**src/itd_pkg.sv**
```systemverilog
// Shared constants for the integer to decimal ASCII converter.
package itd_pkg;

  // Input value width and the number of decimal digits it can need
  localparam int unsigned ValueWidth = 31;
  localparam int unsigned ValDigits  = 10;

  // One decimal digit and one output character
  localparam int unsigned DigitWidth = 4;
  localparam int unsigned CharWidth  = 6;

  // Upper bits of an ASCII digit: '0' is 6'b11_0000 within a 6-bit code
  localparam logic [CharWidth-DigitWidth-1:0] AsciiDigitHi = 2'b11;

  // Divide by ten: q = (v * Recip10) >> Recip10Shift, exact for any 32-bit v
  localparam int unsigned RecipWidth   = 32;
  localparam logic [RecipWidth-1:0] Recip10 = 32'hCCCC_CCCD;
  localparam int unsigned Recip10Shift = 35;
  localparam int unsigned ProdWidth    = ValueWidth + RecipWidth;

endpackage

```
**src/itd_emit.sv**
```systemverilog
// Output serializer: sends the digits of one value most significant first.
module itd_emit #(
  parameter int unsigned NumDigits = 10,
  parameter int unsigned CntWidth  = 4
) (
  input  logic                                          clk_i,
  input  logic                                          rst_ni,
  // from the last cell
  input  logic                                          in_valid_i,
  output logic                                          in_ready_o,
  input  logic [NumDigits-1:0][itd_pkg::DigitWidth-1:0] in_digits_i,
  input  logic [CntWidth-1:0]                           in_count_i,
  // result channel
  output logic                                          valid_o,
  input  logic                                          stall_i,
  output logic [itd_pkg::CharWidth-1:0]                 digit_char_o,
  output logic                                          last_o
);

  localparam int unsigned IdxWidth = (NumDigits > 1) ? $clog2(NumDigits) : 1;

  logic                                          busy_d, busy_q;
  logic [NumDigits-1:0][itd_pkg::DigitWidth-1:0] digits_q;
  logic [IdxWidth-1:0]                           idx_q;
  logic [CntWidth-1:0]                           start_idx;
  logic                                          fire;
  logic                                          done;
  logic                                          load;

  // a request leaves when not stalled; the final digit frees the buffer
  assign fire       = busy_q && !stall_i;
  assign done       = fire && (idx_q == '0);
  assign in_ready_o = !busy_q || done;
  assign load       = in_valid_i && in_ready_o;
  assign busy_d     = in_ready_o ? in_valid_i : busy_q;
  assign start_idx  = in_count_i - CntWidth'(1);

  always_ff @(posedge clk_i or negedge rst_ni) begin
    if (!rst_ni) begin
      busy_q <= 1'b0;
    end else begin
      busy_q <= busy_d;
    end
  end

  // digit buffer and read pointer, counting down to the least significant digit
  always_ff @(posedge clk_i) begin
    if (load) begin
      digits_q <= in_digits_i;
      idx_q    <= IdxWidth'(start_idx);
    end else if (fire) begin
      idx_q    <= idx_q - IdxWidth'(1);
    end
  end

  assign valid_o      = busy_q;
  assign digit_char_o = {itd_pkg::AsciiDigitHi, digits_q[idx_q]};
  assign last_o       = (idx_q == '0);

endmodule

```
**config.mk**
```make
export PLATFORM = sky130hd
export DESIGN_NAME = itd_emit
export DESIGN_NICKNAME = d
export VERILOG_FILES = /design/src/itd_pkg.sv /design/src/itd_emit.sv
export SDC_FILE = /design/constraint.sdc
export NUM_CORES = 1
export LEC_CHECK = 0
export BUFFER_PORTS_ARGS = -buffer_cell sky130_fd_sc_hd__buf_4
export CAP_MARGIN = 30
export CORE_ASPECT_RATIO = 0.8
export CORE_MARGIN = 5
export CORE_UTILIZATION = 46
export CTS_CLUSTER_DIAMETER = 40
export DETAILED_ROUTE_END_ITERATION = 10
export PLACE_DENSITY_LB_ADDON = 0.15
export SLEW_MARGIN = 25
export SYNTH_ARGS = -nofsm -noshare
export SYNTH_HDL_FRONTEND = slang
export SYNTH_SLANG_ARGS = --single-unit
```
**constraint.sdc**
```tcl
create_clock -name clk_i -period 2.27 [get_ports clk_i]
set_input_delay 0.454 -clock clk_i [delete_from_list [all_inputs] [get_ports clk_i]]
set_output_delay 0.454 -clock clk_i [all_outputs]
set_load 0.01 [all_outputs]
```
==> impl_metrics.json, run 1 <==
{
  "row_count": 21,
  "diodes": 0,
  "core_area_sq_um": 4100,
  "ctsHtreeMaxLevel": 2,
  "crit_type": "flop to flop",
  "drtPass1Iterations": 4,
  "busiest_layer": "met2",
  "maxCapViolations": 0,
  "clock-skew-final_ns": 0.00593,
  "final.min_clock_period_ns": 2.21,
  "min_path_type": "input pin to flop",
  "rsz0062_at_grt": "true",
  "power.density_nw_per_um2": 834,
  "grt_use_met3_pct": 4.87,
  "peakVddDrop_mv": 0.525,
  "grt_pass1_wl_um": 6040,
  "port-buffer-count": 54,
  "seq_area_frac_synth_pct": 70.1,
  "worst_pin_slew_ns": 0.610,
  "end_kind": "flop",
  "drc_errors": 0,
  "setup_viol": 0,
  "met1_usage_pct": 19.3,
  "viasPerCell": 4.92,
  "syn_inst": 115,
  "most-common-layout-cells": "58 x buf_4, 44 x edfxtp_1, 12 x mux2_2",
  "dr_total_vias": 1165,
  "final_cells": 237,
  "overflow": 0,
  "hold_viol": 0,
  "clk_path_buf_depth": 2,
  "place_congestion": 0.808,
  "multiInputGateArea_sq_um": 559,
  "drive_above_1_share_pct": 54.4,
  "routed_wl_um": 3730,
  "hpwl_um": 2740,
  "wl_per_cell_um": 15.7,
  "ys_ff_latch": 45,
  "fillers": 321,
  "cp-start-kind": "flop",
  "initial_core_util_pct": 46.9,
  "synth_enable_flop_cells": 44,
  "max_freq_ghz": 0.452,
  "clock_latency_ns": 0.30,
  "regArea_sq_um": 1350,
  "met2_usage_pct": 23.7,
  "synthFlopType": "edfxtp_1",
  "status": "finished, final reports clean",
  "power.total_mw": 2.17,
  "nNetsFinal": 228,
  "path_cells": "or4_4 -> inv_4 -> a21boi_4 -> mux2i_2 -> ha_2 -> xor2_1 -> nor2_1 -> a211oi_2",
  "critPathMaxFanout": 4,
  "avgSynthCellArea_sq_um": 16.7,
  "track_usage_pct": 15.2,
  "max_stage_delay_ns": 0.59,
  "relSlewSlack_pct": 58.9,
  "grt_pass1_vias": 1244,
  "whs_ns": 0.325,
  "antenna_left": 0,
  "crit_required_ns": 2.41,
  "area_delta_synth_final_pct": 35.7,
  "grt_max_degree": 41,
  "cpMaxStageDelayCell": "or4_4",
  "arrival_ns": 2.35,
  "drt_iter0_markers": 66,
  "dp_cells": 226,
  "die_w_um": 82.3,
  "dieHeight_um": 67.8,
  "cts_root_buffer": "clkbuf_8",
  "cellLeakagePower_nw": 1.02,
  "path_clk_slew_ns": 0.09,
  "async_flop_share_pct": 2.22,
  "yosysUniqueCellTypes": 32,
  "ios": 57,
  "cts_sinks": 45,
  "cts_tree": "yes",
  "fin_crit_sh_pct": 97.5,
  "antenna_found_initial": 0,
  "netlist_area_sq_um": 1920,
  "die_area_sq_um": 5580,
  "yosysWarnings": 0,
  "drv_slew": 0,
  "final_common_cell": "buf_4",
  "numCtsBuffers": 5
}
where the power goes:
group	internal [mW]	switching, mW	leakage, nW
combinational	0.317	0.262	0.555
clock	0.324	0.264	0.0518
sequential	0.986	0.0220	0.410
total	1.63	0.548	1.02
routing by layer:
| metal | wire length (um) | up-vias |
|---|---|---|
| li1 | - | 567 |
| met1 | 1550 | 549 |
| met2 | 1780 | 42 |
| met3 | 328 | 7 |
| met4 | 63 | 0 |
| met5 | 0 | - |
worst max-delay path, delay by kind of cell (launching register included):
kind / cells / cell delay, ns
AND/OR/NAND/NOR: 2 / 0.66
flip-flops: 1 / 0.42
multiplexers: 1 / 0.22
buffers and inverters: 1 / 0.09
adder cells (fa/ha/maj): 1 / 0.25
AO/OA/AOI/OAI: 2 / 0.26
XOR/XNOR: 1 / 0.15
final timing paths:
check	start	endpoint	slack [ns]	cells after the start
setup / recovery	idx_q[0]	idx_q[2]	0.06	8
hold / removal	in_digits_i[13]	digits_q[13]	0.33	1
setup reg to reg	idx_q[0]	idx_q[2]	0.06	8
hold reg to reg	valid_o	valid_o	0.60	2
max in group asynchronous	rst_ni	valid_o	1.73	2
min in group asynchronous	rst_ni	valid_o	0.46	2
what timing repair did:
action                                 4_1_cts  5_1_grt
endpoints found under the hold margin        1        0
hold buffers                                 1        0
gates resized for setup                      4       10
pin swaps                                    1        5
setup buffers                                0        2
setup endpoints to repair                    4        6
state kept, by name, indices dropped and copies added (netlist names):
register and flops:
idx_q 4, valid_o 1, digits_q 40
logic make-up (layout without fill, tap and decap cells):
kind of cell / Yosys count / count (layout) / share of synthesized area [%]
AO/OA/AOI/OAI: 12 / 12 / 4.95
XOR/XNOR: 3 / 3 / 1.37
adder cells (fa/ha/maj): 1 / 1 / 0.651
buffers and inverters: 11 / 75 / 3.19
flip-flops: 45 / 45 / 70.1
multiplexers: 18 / 18 / 12.8
other: 1 / 2 / 0.195
AND/OR/NAND/NOR: 24 / 24 / 6.84
cell usage after synthesis (3+ instances only):
master | n | area share (%)
nand2_1 | 8 | 1.6
a22oi_1 | 4 | 1.6
mux2_2 | 12 | 7.0
nand3_1 | 4 | 1.0
inv_1 | 4 | 0.78
edfxtp_1 | 44 | 69
mux4_2 | 4 | 4.7
buf_2 | 3 | 0.78
layout make-up:
type                            instances  area share (%)
Clock inverter                          3            1.58
Sequential cell                        45            51.6
Timing Repair Buffer                   62            19.0
Tap cell                               57            2.73
Multi-Input combinational cell         60            21.4
Inverter                                5           0.959
Clock buffer                            5            2.64
metrics by stage:
stage | TNS [ns] | cell area [sq um] | setup WS [ns] | util [%]
after CTS | 0 | 2550 | 0.0258 | 62.3
final | 0 | 2610 | 0.0567 | 63.6
after global routing | -0.0422 | 2610 | -0.0422 | 63.6
after global placement | 0 | 2410 | 0.0965 | 58.9
after floorplan | 0 | 1930 | 0.0515 | -
after detailed placement | -0.0517 | 2410 | -0.0517 | 58.9
(Power assumes the default switching activity.)
==> run 2, diff against run 1 <==
--- a/config.mk
+++ b/config.mk
@@ -14,4 +14,5 @@
 export DETAILED_ROUTE_END_ITERATION = 10
 export PLACE_DENSITY_LB_ADDON = 0.15
+export SKIP_CTS_REPAIR_TIMING = 1
 export SLEW_MARGIN = 25
 export SYNTH_ARGS = -nofsm -noshare
==> constraint.sdc (replaced) <==
create_clock -name clk_i -period 2.27 [get_ports clk_i]
set_input_delay 0 -clock clk_i [delete_from_list [all_inputs] [get_ports clk_i]]
set_output_delay 0 -clock clk_i [all_outputs]
set_load 0.01 [all_outputs]
==> impl_metrics.json, run 2 (synthesized netlist as in run 1, its figures left out) <==
{
  "wl_per_cell_um": 15.7,
  "regToRegSetupSlack_ns": 0.03,
  "cts_sinks": 45,
  "drive_above_1_share_pct": 42.9,
  "dieHeight_um": 67.8,
  "nNetsFinal": 274,
  "overflow": 0,
  "grt_pass1_wl_um": 5770,
  "post-place-ws_ns": -0.115,
  "initial_core_util_pct": 46.9,
  "maxCapViolations": 0,
  "numCtsBuffers": 5,
  "cts_tree": "yes",
  "rsz0062_at_grt": "true",
  "fin_crit_sh_pct": 98.8,
  "reg2reg_depth": 8,
  "dr_total_vias": 1357,
  "hold_viol": 0,
  "relSlewSlack_pct": 59.7,
  "core_area_sq_um": 4100,
  "antenna_left": 0,
  "track_usage_pct": 14.5,
  "whs_ns": 0.0256,
  "cts_root_buffer": "clkbuf_8",
  "final_util_pct": 73.6,
  "drv_slew": 0,
  "setup_viol": 0,
  "grt_max_degree": 41,
  "min_path_type": "input pin to flop",
  "die_w_um": 82.3,
  "max_freq_ghz": 0.446,
  "viasPerCell": 4.80,
  "peakVddDrop_mv": 0.521,
  "finalSetupTns_ns": 0,
  "place_congestion": 0.774,
  "diodes": 0,
  "clock_latency_ns": 0.29,
  "drt_iter0_markers": 89,
  "arrival_ns": 2.37,
  "cp-start-kind": "flop",
  "die_area_sq_um": 5580,
  "drtPass1Iterations": 4,
  "hpwl_um": 2860,
  "final.min_clock_period_ns": 2.24,
  "grt_pass1_vias": 1251,
  "routed_wl_um": 4440,
  "row_count": 21,
  "final_area_sq_um": 3020,
  "final_common_cell": "buf_4",
  "ios": 57,
  "clock-skew-final_ns": 0.00920,
  "largest_reg_flops": 40,
  "most-common-layout-cells": "64 x buf_4, 44 x edfxtp_1, 43 x dlygate4sd3_1",
  "critPathMaxFanout": 4,
  "end_kind": "flop",
  "worst_pin_slew_ns": 0.599,
  "status": "finished, final reports clean",
  "path_clk_slew_ns": 0.08,
  "power.density_nw_per_um2": 737,
  "area_delta_synth_final_pct": 57.0,
  "dpl-instance-area_sq_um": 2410,
  "ctsHtreeMaxLevel": 2,
  "drc_errors": 0,
  "setup_slack_ns": 0.0262,
  "hold_depth": 3,
  "cellLeakagePower_nw": 1.20,
  "clk_path_buf_depth": 2,
  "antenna_found_initial": 0,
  "crit_type": "flop to flop",
  "regMostFlops": "digits_q",
  "port-buffer-count": 54,
  "crit_required_ns": 2.39
}
## run 2: cell count changes in the layout (fill, tap and decap cells not counted), moves of 2 or more
cell,previous run,this run
a22oi_1,2,4
a22oi_2,2,0
buf_4,58,64
dlygate4sd3_1,1,43
nor3b_1,0,2
nor3b_2,2,0
## run 2: metrics by stage
step / instances / total power, mW
finish: 283 / 2.22
global route: 283 / 2.33
global placement: 226 / 1.54
floorplan: 116 / 1.35
detailed placement: 226 / 1.56
CTS: 234 / 2.15
## run 2: metal layers
| layer | global-route usage (%) | vias up | part of all wire [%] |
|---|---|---|---|
| li1 | - | 657 | - |
| met1 | 16.8 | 651 | 37 |
| met2 | 24.5 | 42 | 55 |
| met3 | 5.00 | 7 | 6.1 |
| met4 | 6.43 | 0 | 1.3 |
| met5 | 0 | - | 0 |
## run 2: report_power, final
group	internal (mW)	switching (mW)
Clock	0.330	0.259
Sequential	0.986	0.0199
Combinational	0.351	0.276
## run 2: final timing paths
path	endpoint	start
setup reg to reg	idx_q[2]	idx_q[1]
min in group asynchronous	valid_o	rst_ni
max in group asynchronous	valid_o	rst_ni
hold reg to reg	valid_o	valid_o
setup / recovery	idx_q[2]	idx_q[1]
hold / removal	valid_o	stall_i
## run 2: worst max-delay path: stages, from the launching register on
cell	delay, ns
edfxtp_1	0.40
or4_4	0.58
inv_4	0.10
a21boi_4	0.06
mux2i_2	0.21
ha_2	0.26
nor3_1	0.06
a41o_1	0.23
a211oi_2	0.17
## run 2: final cells by class
class                      instances  area (sq um)
clock buffer                       6          72.6
clock inverter                     2          38.8
fill                             277          1080
inverter                           5          25.0
multi-input combinational         60           532
sequential                        45          1350
tap                               57          71.3
timing repair buffer             108           931
==> run 3, diff against run 2 <==
Settings changed: ABC_AREA from default to 1.
==> impl_metrics.json, run 3 <==
{
  "wl_per_cell_um": 14.4,
  "avgSynthCellArea_sq_um": 13.0,
  "routed_wl_um": 4410,
  "cellLeakagePower_nw": 1.17,
  "path_clk_slew_ns": 0.08,
  "drt_iter0_markers": 95,
  "dr_total_vias": 1468,
  "netlist_area_sq_um": 1920,
  "area_delta_synth_final_pct": 50.8,
  "clock-skew-final_ns": 0.00884,
  "die_w_um": 82.2,
  "synth_most_common_cell": "edfxtp_1",
  "final.min_clock_period_ns": 1.99,
  "min_path_type": "input pin to flop",
  "dp_cells": 257,
  "critPathMaxFanout": 17,
  "yosysTopAreaCell": "edfxtp_1",
  "overflow": 0,
  "peakVddDrop_mv": 0.522,
  "antenna_left": 0,
  "regMostFlops": "digits_q",
  "cts_root_buffer": "clkbuf_8",
  "port-buffer-count": 54,
  "drtPass1Iterations": 4,
  "maxCapViolations": 0,
  "grt_pass1_wl_um": 6100,
  "dieHeight_um": 67.7,
  "track_usage_pct": 15.1,
  "initial_core_util_pct": 46.8,
  "whs_ns": -0.00204,
  "antenna_found_initial": 0,
  "nNetsFinal": 297,
  "drv_slew": 0,
  "diodes": 0,
  "status": "finished, violations left",
  "dpl-instance-area_sq_um": 2370,
  "crit_required_ns": 2.27,
  "synth_enable_flop_cells": 44,
  "ys_top_cells_by_count": "44 x edfxtp_1, 22 x nor2_1, 16 x o21ai_0, 10 x nand2_1, 9 x inv_1",
  "yosysUniqueCellTypes": 25,
  "ys_top_cells_by_area": "edfxtp_1 69%, nor2_1 4.3%, o21ai_0 4.2%, mux2i_1 2.1%, buf_4 2.0%",
  "final_common_cell": "buf_4",
  "max_freq_ghz": 0.502,
  "grt_max_degree": 21,
  "final_cells": 306,
  "end_kind": "output pin",
  "row_count": 21,
  "grt_pass1_vias": 1316,
  "min_from": "in_valid_i",
  "fin_crit_sh_pct": 87.7,
  "largest_reg_flops": 40,
  "most-common-layout-cells": "58 x buf_4, 44 x edfxtp_1, 41 x dlygate4sd3_1",
  "cts_sinks": 45,
  "power.density_nw_per_um2": 997,
  "arrival_ns": 1.99,
  "crit_type": "flop to output pin",
  "place_congestion": 0.884,
  "numCtsBuffers": 5,
  "final_area_sq_um": 2890,
  "clock_latency_ns": 0.29,
  "seq_area_frac_synth_pct": 70.2,
  "ys_ff_latch": 45,
  "core_area_sq_um": 4100,
  "clk_path_buf_depth": 2,
  "ios": 57,
  "violations": "negative hold slack",
  "ctsHtreeMaxLevel": 2,
  "yosys.area.top_type_share_pct": 68.9,
  "cts_tree": "yes",
  "drc_errors": 0,
  "finalSetupTns_ns": 0,
  "synthFlopType": "edfxtp_1",
  "setup_viol": 0,
  "die_area_sq_um": 5570,
  "hold_viol": 1,
  "cp-start-kind": "flop",
  "hpwl_um": 2930,
  "async_flop_share_pct": 2.22,
  "drive_above_1_share_pct": 29.3,
  "viasPerCell": 4.80,
  "yosysWarnings": 0,
  "crit_start": "idx_q[0]",
  "r2r-start": "idx_q[0]",
  "syn_inst": 148
}
-- run 3: cell count changes in the layout (fill, tap and decap cells not counted), moves of 4 or more --
cell,before,now
a22oi_1,4,0
buf_4,64,58
mux4_2,4,0
o211ai_1,0,5
nor2_1,2,22
inv_1,3,9
o21ai_1,0,5
o21ai_0,2,16
mux2_2,12,0
-- run 3: area by class of cell --
cell class,instances,area [sq um]
sequential,45,1350
multi-input combinational,87,483
fill,289,1210
clock inverter,2,33.8
tap,57,71.3
inverter,10,37.5
timing repair buffer,99,846
clock buffer,6,72.6
-- run 3: where the power goes --
group | internal, mW | switching (mW)
logic | 0.465 | 0.620
registers | 1.12 | 0.100
clock network | 0.325 | 0.252
-- run 3: cell families (layout without fill, tap and decap cells) --
logic type                 Yosys count  count (layout)  synth area share, %
and+or+nand+nor                     50              50                 12.8
DFF                                 45              45                 70.2
AOI/OAI and AO/OA                   29              29                 8.81
buffers and inverters               17             117                 4.76
muxes                                4               4                 2.09
adders and majority gates            1               1                0.653
other                                1               2                0.196
xor gates and xnor gates             1               1                0.457
-- run 3: path summary, 6_finish.rpt --
| check | end | slack (ns) | cells past startpoint |
|---|---|---|---|
| max | digit_char_o[1] | 0.28 | 6 |
| min | valid_o | -0.002 | 3 |
| max reg2reg | idx_q[2] | 0.52 | 8 |
| min reg2reg | valid_o | 0.63 | 2 |
| max in group asynchronous | valid_o | 2.18 | 2 |
| min in group asynchronous | valid_o | 0.01 | 2 |
-- run 3: critical path, cell delays in order (launching register included) --
cell and delay (ns):
edfxtp_1 0.61, inv_2 0.23, o21ai_0 0.21, o21ai_0 0.11, o211ai_1 0.26, o21ai_1 0.12
buf_4 0.16
-- run 3: stage by stage --
stage / worst slack [ns] / total power, mW / utilization [%]
after floorplan: 0.206 / 1.90 / -
after global placement: 0.577 / 2.23 / 57.9
after detailed placement: 0.530 / 2.27 / 57.9
after CTS: 0.291 / 2.84 / 60.5
after global routing: -0.00483 / 3.10 / 70.5
final: 0.279 / 2.88 / 70.5
-- run 3: metal layers --
| layer | share of wire, % | GRT usage [%] | wire, um | vias up |
|---|---|---|---|---|
| li1 | - | - | - | 726 |
| met1 | 42 | 18.9 | 1840 | 676 |
| met2 | 52 | 25.0 | 2270 | 56 |
| met3 | 4.7 | 4.53 | 207 | 10 |
| met4 | 2.0 | 4.98 | 86 | 0 |
| met5 | 0 | 0 | 0 | - |
